File: config.mk
export PLATFORM = sky130hd
export DESIGN_NAME = xylm_cos
export DESIGN_NICKNAME = d
export VERILOG_FILES = /design/src/xylm_pkg.sv /design/src/xylm_cos.sv
export SDC_FILE = /design/constraint.sdc
export NUM_CORES = 1
export LEC_CHECK = 0
export ABC_CLOCK_PERIOD_IN_PS = 12100
export BUFFER_PORTS_ARGS = -buffer_cell sky130_fd_sc_hd__buf_2
export CAP_MARGIN = 20
export CORE_MARGIN = 2
export CORE_UTILIZATION = 40
export CTS_BUF_LIST = sky130_fd_sc_hd__clkbuf_2
export DETAILED_ROUTE_END_ITERATION = 16
export PLACE_DENSITY = 0.63
export SLEW_MARGIN = 20
export SYNTH_ARGS = -nofsm -noshare
export SYNTH_HDL_FRONTEND = slang
export SYNTH_SLANG_ARGS = --single-unit
File: constraint.sdc
create_clock -name i_clk -period 12.1 [get_ports i_clk]
set_input_delay 1.21 -clock i_clk [delete_from_list [all_inputs] [get_ports i_clk]]
set_output_delay 1.21 -clock i_clk [all_outputs]
set_load 0.1 [all_outputs]
File: src/xylm_pkg.sv
// package for the xy link metropolis step block
// grid sizes, angle width, register indexes and opcodes; no dependencies
`default_nettype none
package xylm_pkg;
    localparam int GRID_ROWS  = 64;
    localparam int GRID_COLS  = 64;
    localparam int ANGLE_BITS = 16;
    localparam int ROW_BITS   = $clog2(GRID_ROWS);
    localparam int COL_BITS   = $clog2(GRID_COLS);
    localparam int CELL_BITS  = ROW_BITS + COL_BITS;
    localparam int CELLS      = GRID_ROWS * GRID_COLS;

    localparam logic [1:0] REG_BETA = 2'd0;
    localparam logic [1:0] REG_STEP = 2'd1;
    localparam logic [1:0] REG_FILL = 2'd2;
    localparam logic [1:0] REG_TOL  = 2'd3;

    localparam logic OP_LOAD  = 1'b0;
    localparam logic OP_TRIAL = 1'b1;
endpackage
`default_nettype wire

File: src/xylm_cos.sv
// quarter-wave polynomial cosine, one horner step per cycle on a shared multiplier
// depends on xylm_pkg for the angle width
`default_nettype none
module xylm_cos (
    input  wire logic                                i_clk,
    input  wire logic                                i_rst_n,
    input  wire logic                                i_start,
    input  wire logic [xylm_pkg::ANGLE_BITS-1:0]     i_angle,
    output logic                                     o_done,
    output logic signed [15:0]                       o_cos
);
    typedef enum logic [2:0] {S_IDLE, S_SQ, S_H1, S_H2, S_H3, S_H4} t_state;
    t_state r_state;
    logic [15:0] r_u;
    logic [15:0] r_w;
    logic signed [17:0] r_p;
    logic r_neg;
    logic [15:0] a16;
    logic [13:0] rem;
    logic signed [35:0] prod;
    logic signed [17:0] pw;

    // rescale to 16 bits
    always_comb begin
        if (xylm_pkg::ANGLE_BITS >= 16)
            a16 = 16'(i_angle >> (xylm_pkg::ANGLE_BITS - 16));
        else
            a16 = 16'({i_angle, 16'h0} >> xylm_pkg::ANGLE_BITS);
        rem = a16[13:0];
    end

    // shared multiplier: u*u in the square step, p*w otherwise
    always_comb begin
        if (r_state == S_SQ)
            prod = $signed({2'b0, r_u}) * $signed({20'b0, r_u});
        else
            prod = r_p * $signed({20'b0, r_w});
        pw = 18'(prod >>> 14);
    end

    always_ff @(posedge i_clk) begin
        if (!i_rst_n) begin
            r_state <= S_IDLE;
            o_done  <= 1'b0;
        end else begin
            o_done <= 1'b0;
            unique case (r_state)
                S_IDLE: begin
                    if (i_start) begin
                        r_u   <= a16[14] ? 16'(17'd16384 - {3'b0, rem}) : {2'b0, rem};
                        r_neg <= a16[15] ^ a16[14];
                        r_p   <= 18'sd15;
                        r_state <= S_SQ;
                    end
                end
                S_SQ: begin
                    r_w <= 16'(prod >>> 14);
                    r_state <= S_H1;
                end
                S_H1: begin r_p <= 18'sd342 - pw;   r_state <= S_H2; end
                S_H2: begin r_p <= 18'sd4156 - pw;  r_state <= S_H3; end
                S_H3: begin r_p <= 18'sd20213 - pw; r_state <= S_H4; end
                S_H4: begin
                    o_cos <= (18'sd16384 - pw < 0) ? 16'sd0 :
                        (r_neg ? -16'(18'sd16384 - pw) : 16'(18'sd16384 - pw));
                    o_done  <= 1'b1;
                    r_state <= S_IDLE;
                end
                default: r_state <= S_IDLE;
            endcase
        end
    end
endmodule
`default_nettype wire

Yosys cells after proc, flatten, opt, wreduce, memory -nomap -nowiden
Index checks and enable logic that the tools add are counted.

cells by class
  eq/ne operators = 6
  $lt $le $gt $ge = 1
  $add $sub $neg = 7
  bitwise operators = 1
  multipliers = 2
  reductions and logical operators = 6
  mux-type cells = 8

operator list
  kind                                                                    count
  18-bit case mux with 4 select lines                                     1
  16-bit by 16-bit multiplier with 32-bit output                          1
  18-bit by 17-bit multiplier with 32-bit output                          1
  32-bit two-way mux                                                      1
  19-bit by 1-bit < comparator with 1-bit output (second input constant)  1
  16-bit by 18-bit subtractor with 19-bit output (first input constant)   1
  18-bit two-way mux                                                      1
  10-bit by 18-bit subtractor with 18-bit output (first input constant)   1
  14-bit by 18-bit subtractor with 18-bit output (first input constant)   1
  16-bit by 18-bit subtractor with 18-bit output (first input constant)   1
  16-bit two-way mux                                                      1
  16-bit negator                                                          1
  15-bit by 14-bit subtractor with 16-bit output (first input constant)   1
  16-bit subtractor (first input constant)                                1
  3-bit case mux with 5 select lines                                      1
  14-bit two-way mux                                                      1
  3-bit by 2-bit equality test with 1-bit output (second input constant)  2
  3-bit equality test (second input constant)                             2
  3-bit AND reduction                                                     2
  2-bit AND reduction                                                     2
  4-bit nonzero test                                                      1
  3-bit by 1-bit equality test with 1-bit output (second input constant)  1
  3-bit logical NOT                                                       1
  3-bit two-way mux                                                       1
  3 further kinds                                                         3

word-level totals
  output and inout bits = 17
  input bits = 19
  register bits = 71

Longest topological paths before layout
Gate-level depths: netlist of run 1.

  depth after elaboration = 5
  mapped depth = 33

Least setup slack after synthesis of run 1
Ideal clock, no wire load.

  path type = register to register
  from = register r_u[9]
  to = register r_p[16], data pin
  buffers on the path = 1
  stages on the path, launching flop included = 32
  setup slack = 4.473 ns
  setup time = 0.274 ns
  period minus slack after synthesis = 7.627 ns
  arrival = 7.353 ns
  path through = edfxtp_1 > clkbuf_1 > nand2_1 > inv_1 > fa_1 > inv_1 > fa_1 > inv_1 > fa_1 > inv_1 > fa_1 > inv_1 > fa_1 > inv_1 > fa_1 > inv_1 > ha_1 > a211oi_1 > nand3b_1 > o21ai_0 > a21oi_1 > or4b_1 > o211ai_2 > inv_2 > ha_1 > o21a_1 > o41ai_2 > a21oi_1 > a31oi_1 > nor4_1 > xnor2_1 > o22ai_1

on the way
  longest elaborated chain between the ends = 4
  elaborated cells on any way between the ends = 6

ends and longest elaborated chain
  what                                                                    line            RTL
  start: declaration                                                      xylm_cos.sv:14  logic [15:0] r_u;
  start signal: assignment                                                xylm_cos.sv:50  r_u <= a16[14] ? 16'(17'd16384 - {3'b0, rem}) : {2'b0, rem};
  16-bit by 16-bit multiplier with 32-bit output (*)                      xylm_cos.sv:35  prod = $signed({2'b0, r_u}) * $signed({20'b0, r_u});
  32-bit two-way mux (*)                                                  xylm_cos.sv:34  if (r_state == S_SQ)
  net prod[17]                                                            xylm_cos.sv:20  logic signed [35:0] prod;
  16-bit by 18-bit subtractor with 18-bit output (tied with other cells)  xylm_cos.sv:62  S_H3: begin r_p <= 18'sd20213 - pw; r_state <= S_H4; end
  18-bit case mux with 4 select lines (*)                                 xylm_cos.sv:47  unique case (r_state)
  end signal: assignment                                                  xylm_cos.sv:52  r_p <= 18'sd15;
  end signal: assignment                                                  xylm_cos.sv:61  S_H2: begin r_p <= 18'sd4156 - pw; r_state <= S_H3; end
  end signal: assignment                                                  xylm_cos.sv:62
  end: declaration                                                        xylm_cos.sv:16  logic signed [17:0] r_p;

The timed path passes the listed nets; every way through them passes the cells marked *.
A chain may end at the register's enable or synchronous reset.

Final worst setup path of run 1
  from = register r_p[5]
  to = register o_cos[13], data pin

on the way
  longest elaborated chain between the ends = 5
  elaborated cells on any way between the ends = 7

ends and longest elaborated chain
  what                                                line            RTL
  start signal: assignment                            xylm_cos.sv:52
  start signal: assignment                            xylm_cos.sv:60  S_H1: begin r_p <= 18'sd342 - pw; r_state <= S_H2; end
  start signal: assignment                            xylm_cos.sv:61
  18-bit by 17-bit multiplier with 32-bit output (*)  xylm_cos.sv:37  prod = r_p * $signed({20'b0, r_w});
  32-bit two-way mux (*)                              xylm_cos.sv:34
  16-bit subtractor                                   xylm_cos.sv:65  (r_neg ? -16'(18'sd16384 - pw) : 16'(18'sd16384 - pw));
  16-bit negator                                      xylm_cos.sv:65
  16-bit two-way mux                                  xylm_cos.sv:65
  end signal: assignment                              xylm_cos.sv:64  o_cos <= (18'sd16384 - pw < 0) ? 16'sd0 :
  end: declaration                                    xylm_cos.sv:10  output logic signed [15:0] o_cos

Mark *: on every way between the ends. The rest lies on a longest branch, timed or not.

==> impl_metrics.yaml, run 1 <==
synth:
  syn_area_per_cell_um2: 9.04
  ys_async_sr_fraction_pct: 0
  synth-seq-area-share_pct: 9.56
  yosys_warnings: 0
  synth_cell_types: 100
  synth_seq_cells: 70
  syn_inst: 2386
  synth_nets: 3011
  synth_edf_count: 66
  synth-main-ff-cell: "edfxtp_1"
  syn-cell-area_um2: 21600
finish:
  fin_nets: 2970
  final_cell_mix: "inv_1 (565), fa_1 (412), nand2_1 (275), ha_1 (194), and2_1 (182)"
  syn_to_final_growth_pct: 3.97
  drive_above_1_share_pct: 4.60
  layout_commonest_cell: "inv_1"
  utilization_pct: 41.8
  fillCellCount: 5253
clock_network:
  cts-buffers-inserted: 9
  root_buffer: "clkbuf_2"
  cts_max_level: 3
  path_clk_slew_ns: 0.25
  cts_tree: "done"
  cts_resized: 0
  clkLatencyLatePin_ns: 0.60
  cts_setup_buffers: 0
  cts_buffer_depth: 2
  cts.sinks: 70
  hold_buffers: 0
worst_setup_path:
  cp_max_fo: 16
  path_class: "reg2reg"
  crit_required_ns: 12.49
  cp.arrival_ns: 9.22
  startpoint_type: "flop"
  crit_path_end_kind: "flop"
global_routing:
  grt_max_degree: 24
  antenna_found_initial: 2
  grt_usage_pct: 19.5
  grt-ovfl-total: 0
  gr-usage-met1_pct: 26.3
  grt_pass1_vias: 17100
  grt_pass1_wl_mm: 87.4
  top_usage_layer: "met2"
  grtUsageMet2_pct: 33.4
  grtUsageMet3_pct: 1.86
drt:
  vias: 15900
  drc: 0
  wl_per_cell_um: 17.2
  avgViaCountPerCell: 5.22
  drtIter0Drc: 1187
  drt_wl_total_mm: 52.5
  first_pass_iters: 6
  ant_nets: 0
timing:
  fmax_ghz: 0.113
  hold_viol_final: 0
  setup_viol_count_final: 0
  relSlewSlack_pct: 36.6
  fin_crit_ns: 8.83
  finalMaxSlewViolations: 0
  rsz0062_at_grt: "false"
  fin_skew_ns: 0.0429
  post-route-period-util_pct: 73.0
  fin_setup_tns_ns: 0
  worst_pin_slew_ns: 0.950
die:
  chipWidth_um: 236
  ioPinCount: 36
  rows: 85
  coreArea_um2: 53600
  die-area_um2: 55800
  initial_core_util_pct: 40.2
  die_h_um: 236
placed_design:
  hpwl_mm: 43.6
  place_congestion: 0.882
  port_buffers: 35
run_status:
  status: "finished clean"
min_path:
  holdCritPathClass: "reg2reg"
flow_run:
  maxCapViolCount: 0
==> metal layers <==
layer  wire length [µm]  up-vias
met3               2500       77
li1                   -     7304
met1              23000     8064
met4               1410        0
met2              25600      465
met5                  0        -
==> stage by stage <==
stage	area, µm²	cells	worst slack, ns	hold WS [ns]
final	22400	3047	3.27	0.650
after global routing	22400	3047	2.91	0.704
after CTS	22400	3046	3.26	0.645
after detailed placement	22300	3030	3.31	0.623
after global placement	22300	3030	3.29	0.605
after floorplan	21600	2386	4.47	0.572
==> final timing paths <==
kind                                 start    endpoint  slack (ns)  cells after the start
worst min-delay path            r_state[2]  r_state[1]        0.65                      1
worst max-delay path                r_p[5]   o_cos[13]        3.27                     24
worst min register to register  r_state[2]  r_state[1]        0.65                      1
worst max register to register      r_p[5]   o_cos[13]        3.27                     24
==> worst max-delay path, stage by stage (launching register included) <==
cell      delay [ns]
edfxtp_1        0.78
and2_1          0.33
fa_1            0.53
inv_1           0.05
fa_1            0.56
fa_1            0.44
fa_1            0.51
inv_1           0.06
fa_1            0.54
inv_1           0.06
fa_1            0.52
inv_1           0.04
ha_1            0.33
or3_1           0.38
o21ai_0         0.10
nor2_1          0.11
o31ai_1         0.56
mux2i_1         0.45
nand3_1         0.43
and3_1          0.41
nand2_1         0.24
o31ai_1         0.13
a21oi_2         0.62
nor2_1          0.12
mux2_4          0.29
==> sequential cells by signal (all words and copies together) (netlist names) <==
register and flops:
r_u 15, r_neg 1, r_p 18, o_done 1, r_state 3, r_w 16, o_cos 16
==> kinds of logic after synthesis <==
logic type               Yosys count  share of synthesized area (%)
adder cells (fa/ha/maj)          606                           49.5
flip-flops                        70                           9.56
AND/OR/NAND/NOR                  684                           16.3
multiplexers                      11                          0.563
AO/OA/AOI/OAI                    258                           8.57
XOR/XNOR                          94                           3.85
buffers and inverters            663                           11.7
==> area by class of cell <==
cell class	count	area, µm²	share of cell area [%]
multi-input combinational	1653	17000	75.7
clock inverter	7	105	0.469
timing repair buffer	39	205	0.915
inverter	572	2150	9.58
antenna	1	2.50	0.0112
sequential	70	2060	9.19
clock buffer	9	45.0	0.201
tap	696	871	3.88
==> synth_stat cells, types with 7 or more instances <==
master	number	area share, %
nand3_1	24	0.56
a21o_1	14	0.49
a31oi_1	9	0.26
xor2_1	18	0.73
o21ai_1	10	0.23
xnor2_1	75	3.0
a211oi_1	9	0.31
inv_1	565	9.8
o22ai_1	13	0.38
nand2_1	275	4.8
mux2i_1	7	0.32
edfxtp_1	66	9.2
buf_2	8	0.19
nor3_1	23	0.53
o31ai_1	10	0.35
clkbuf_1	75	1.3
nand4_1	15	0.44
o21a_1	17	0.59
or3_1	12	0.35
o21ai_0	42	0.97
and3_1	14	0.41
a21oi_1	54	1.3
o211ai_1	13	0.45
and2_1	182	5.3
ha_1	194	11
nor2b_1	7	0.20
nor2_1	77	1.3
fa_1	412	38
Power of run 1 is left out: the tool's default activity adds up to more than one toggle a clock period on the data nets, which glitch-free logic cannot reach.
==> inputs of run 2 (changes only) <==
ABC_CLOCK_PERIOD_IN_PS = 8000   (was 12100)
PLACE_DENSITY = 0.65   (was 0.63)
clock period = 8 ns   (was 12.1 ns; I/O delays follow)
==> impl_metrics.yaml, run 2 (synthesis gave the netlist of run 1 again) <==
timing:
  hold_viol_final: 0
  post-route-period-util_pct: 96.6
  worst_pin_slew_ns: 1.00
  relSlewSlack_pct: 33.0
  fin_crit_ns: 7.73
  fmax_ghz: 0.129
  setup_viol_count_final: 0
  finalMaxSlewViolations: 0
  setup_ws_ns: 0.274
  fin_skew_ns: 0.0722
worst_setup_path:
  startpoint_type: "flop"
  r2r-start: "r_p[9]"
  slowest_delay_ns: 0.54
  timing.rr.end: "r_p[17]"
  crit_path_end_kind: "flop"
  path_common_cell: "fa_1"
  r2r_setup_slack_ns: 0.27
  cp.arrival_ns: 8.14
  cp_max_fo: 9
  cp_slowest_cell: "fa_1"
  crit_required_ns: 8.41
  rr_worst_depth: 31
  path_class: "reg2reg"
clock_network:
  cts.sinks: 70
  root_buffer: "clkbuf_2"
  cts_tree: "done"
  hold_buffers: 0
  cts_buffer_depth: 2
  clkLatencyLatePin_ns: 0.63
  cts_max_level: 3
  path_clk_slew_ns: 0.26
  cts-buffers-inserted: 9
finish:
  layout_commonest_cell: "inv_1"
  largest-register: "r_p"
  reg_top3: "r_p: 18 flops, o_cos: 16 flops, r_w: 16 flops"
  largest_reg_flops: 18
  fillCellCount: 5249
  utilization_pct: 44.2
  final_cell_mix: "inv_1 (565), fa_1 (412), nand2_1 (273), ha_1 (192), and2_1 (180)"
  fin_nets: 3114
  syn_to_final_growth_pct: 9.72
  drive_above_1_share_pct: 10.9
die:
  chipWidth_um: 236
  rows: 85
  die_h_um: 236
  initial_core_util_pct: 40.2
  die-area_um2: 55800
  ioPinCount: 36
  coreArea_um2: 53600
global_routing:
  antenna_found_initial: 1
  grt-ovfl-total: 0
  grt_usage_pct: 19.8
  grt_pass1_vias: 17600
  grt_max_degree: 30
  grt_pass1_wl_mm: 89.2
min_path:
  hold_depth: 1
  holdCritPathClass: "in2reg"
  hold-path-endpoint: "r_u[0]"
  hold_path.startpoint: "i_angle[0]"
placed_design:
  port_buffers: 35
  place_congestion: 0.888
  post-place-ws_ns: 0.132
  hpwl_mm: 45.3
drt:
  avgViaCountPerCell: 5.14
  drt_wl_total_mm: 53.2
  drtIter0Drc: 1007
  drc: 0
  ant_nets: 0
  first_pass_iters: 7
  vias: 16400
  wl_per_cell_um: 16.7
flow_run:
  maxCapViolCount: 0
run_status:
  status: "finished clean"
[run 2: cell types whose count changed in the layout (fill, tap and decap cells not counted), moves of 3 or more]
| cell | previous run | this run |
|---|---|---|
| buf_4 | 4 | 141 |
| a21oi_2 | 1 | 4 |
| o21ai_0 | 42 | 39 |
| a21oi_1 | 54 | 51 |
| buf_12 | 0 | 5 |
[run 2: worst max-delay path by stage]
stage / slack, ns / depth (start not counted) / endpoint / start
3_3_place_gp: 0.07 / 27 / o_cos[12] / r_p[9]
2_1_floorplan: 0.37 / 31 / r_p[16] / r_u[9]
4_1_cts: 0.06 / 27 / o_cos[12] / r_p[8]
6_report: 0.27 / 31 / r_p[17] / r_p[9]
5_1_grt: -0.04 / 27 / o_cos[13] / r_p[7]
3_5_place_dp: 0.13 / 26 / r_p[16] / r_p[9]
[run 2: per-layer routing]
layer	track usage (%)	vias to the layer above	share of wire [%]
met2	34.6	423	50
met4	4.91	0	2.4
li1	-	7590	-
met3	2.33	82	4.7
met5	0	-	0
met1	26.1	8309	43
[run 2: layout make-up]
class	count	area, µm²	area share [%]
clock inverters	6	71.3	0.301
well taps	696	871	3.68
diodes	1	2.50	0.0106
inverters	572	2150	9.08
flip-flops and latches	70	2060	8.71
multi-input cells	1653	17100	72.3
clock buffers	10	50.0	0.211
repair buffers	183	1360	5.73
[run 2: what timing repair did]
item,4_1_cts,5_1_grt
resized for setup,0,30
pin swaps,0,1
buffers inserted,1,34
setup endpoints to repair,1,24
[run 2: through the flow]
| step | cell area (µm²) | instances | hold WS (ns) | setup TNS [ns] |
|---|---|---|---|---|
| 2_1_floorplan | 21600 | 2386 | 0.572 | 0 |
| 3_3_place_gp | 23100 | 3139 | 0.591 | 0 |
| 3_5_place_dp | 23100 | 3139 | 0.621 | 0 |
| 4_1_cts | 23300 | 3156 | 0.381 | 0 |
| 5_1_grt | 23700 | 3191 | 0.370 | -0.0919 |
| 6_report | 23700 | 3191 | 0.428 | 0 |
[run 2: critical path: cells and delay by family (launching register included)]
family | cells | cell delay, ns
compound gates | 11 | 1.91
buf+inv | 8 | 0.83
simple gates | 4 | 0.55
flops | 1 | 0.49
fa+ha+maj | 8 | 3.70
Power of run 2 is left out for the same reason.
==> inputs of run 3 (changes only) <==
CELL_PAD_IN_SITES_DETAIL_PLACEMENT = 1   (was unset)
CELL_PAD_IN_SITES_GLOBAL_PLACEMENT = 1   (was unset)
HOLD_SLACK_MARGIN = 0.02   (was unset)
PLACE_DENSITY = 0.78   (was 0.65)
==> impl_metrics.yaml, run 3 (synthesis gave the netlist of run 1 again) <==
die:
  initial_core_util_pct: 40.2
  die_h_um: 236
  die-area_um2: 55800
  ioPinCount: 36
  coreArea_um2: 53600
  rows: 85
  chipWidth_um: 236
global_routing:
  grt-ovfl-total: 0
  gr-usage-met1_pct: 29.8
  grt_pass1_wl_mm: 103
  top_usage_layer: "met2"
  grt_max_degree: 30
  grtUsageMet2_pct: 41.3
  grt_usage_pct: 23.4
  grt_pass1_vias: 19300
  grtUsageMet3_pct: 3.34
  antenna_found_initial: 3
worst_setup_path:
  cp_max_fo: 8
  path_common_cell: "fa_1"
  cp_slowest_cell: "fa_1"
  crit_required_ns: 8.48
  path_class: "reg2reg"
  startpoint_type: "flop"
  crit_path_end_kind: "flop"
  slowest_delay_ns: 0.54
  cp.arrival_ns: 8.33
drt:
  ant_nets: 0
  drtIter0Drc: 1010
  wl_per_cell_um: 19.9
  drt_wl_total_mm: 64.2
  first_pass_iters: 5
  vias: 16900
  avgViaCountPerCell: 5.25
  drc: 0
finish:
  regArea_um2: 2060
  reg_top3: "r_p: 18 flops, o_cos: 16 flops, r_w: 16 flops"
  final_cell_mix: "inv_1 (565), fa_1 (411), nand2_1 (272), ha_1 (189), and2_1 (179)"
  multi_input_area_um2: 17300
  syn_to_final_growth_pct: 11.8
  largest_reg_flops: 18
  final_area_um2: 24100
  fillCellCount: 6283
  fin_nets: 3146
  layout_commonest_cell: "inv_1"
  largest-register: "r_p"
  drive_above_1_share_pct: 13.3
timing:
  relSlewSlack_pct: 31.4
  fmax_ghz: 0.127
  rsz0062_at_grt: "true"
  hold_viol_final: 0
  post-route-period-util_pct: 98.1
  finalMaxSlewViolations: 0
  setup_viol_count_final: 0
  fin_crit_ns: 7.85
  fin_skew_ns: 0.0938
  worst_pin_slew_ns: 1.03
flow_run:
  maxCapViolCount: 0
clock_network:
  root_buffer: "clkbuf_2"
  path_clk_slew_ns: 0.31
  cts.sinks: 70
  cts_tree: "done"
  cts_max_level: 3
  hold_buffers: 0
  cts-buffers-inserted: 9
  cts_buffer_depth: 2
  clkLatencyLatePin_ns: 0.71
placed_design:
  placed_area_um2: 23200
  port_buffers: 35
  hpwl_mm: 54.2
  place_congestion: 0.916
run_status:
  status: "finished clean"
min_path:
  holdCritPathClass: "in2reg"
-- run 3: final cells by class --
class / instances / share of cell area (%)
clock inverters: 7 / 0.400
well taps: 696 / 3.61
repair buffers: 214 / 6.50
clock buffers: 9 / 0.187
diodes: 2 / 0.0208
inverters: 572 / 8.92
flip-flops and latches: 70 / 8.55
multi-input cells: 1654 / 71.8
-- run 3: metrics by stage --
step	cells	setup WS [ns]	utilization, %	TNS, ns	hold WS, ns
6_report	3224	0.151	45.0	0	0.343
5_1_grt	3224	-0.104	45.0	-0.537	0.294
4_1_cts	3176	0.00448	43.7	0	0.257
3_5_place_dp	3158	-0.262	43.4	-1.51	0.656
3_3_place_gp	3158	-0.120	43.4	-0.418	0.603
2_1_floorplan	2386	0.373	-	0	0.572
-- run 3: worst paths after layout --
kind	from	endpoint	slack (ns)	cells after the start
setup reg to reg	r_p[5]	o_cos[12]	0.15	28
hold / removal	i_angle[0]	r_u[0]	0.34	1
setup / recovery	r_p[5]	o_cos[12]	0.15	28
hold reg to reg	r_state[0]	r_state[0]	0.68	1
-- run 3: repair_timing --
item | CTS | global route
pin swaps | 0 | 12
resized for setup | 4 | 78
setup buffers | 2 | 45
endpoints found under the setup margin | 15 | 27
cloned | 0 | 1
-- run 3: critical path, delay by kind of cell, from the launching register on --
kind | cells | cell delay [ns]
xor+xnor | 1 | 0.16
fa+ha+maj | 7 | 3.41
simple gates | 5 | 1.05
flops | 1 | 0.50
buf+inv | 8 | 0.94
compound gates | 7 | 1.54
-- run 3: metal layers --
layer,vias to the layer above,wire (µm),share of wire (%)
li1,7663,-,-
met1,8784,26900,42
met2,411,32600,51
met3,84,3240,5.0
met4,0,1480,2.3
met5,-,0,0
Power of run 3 is left out for the same reason.
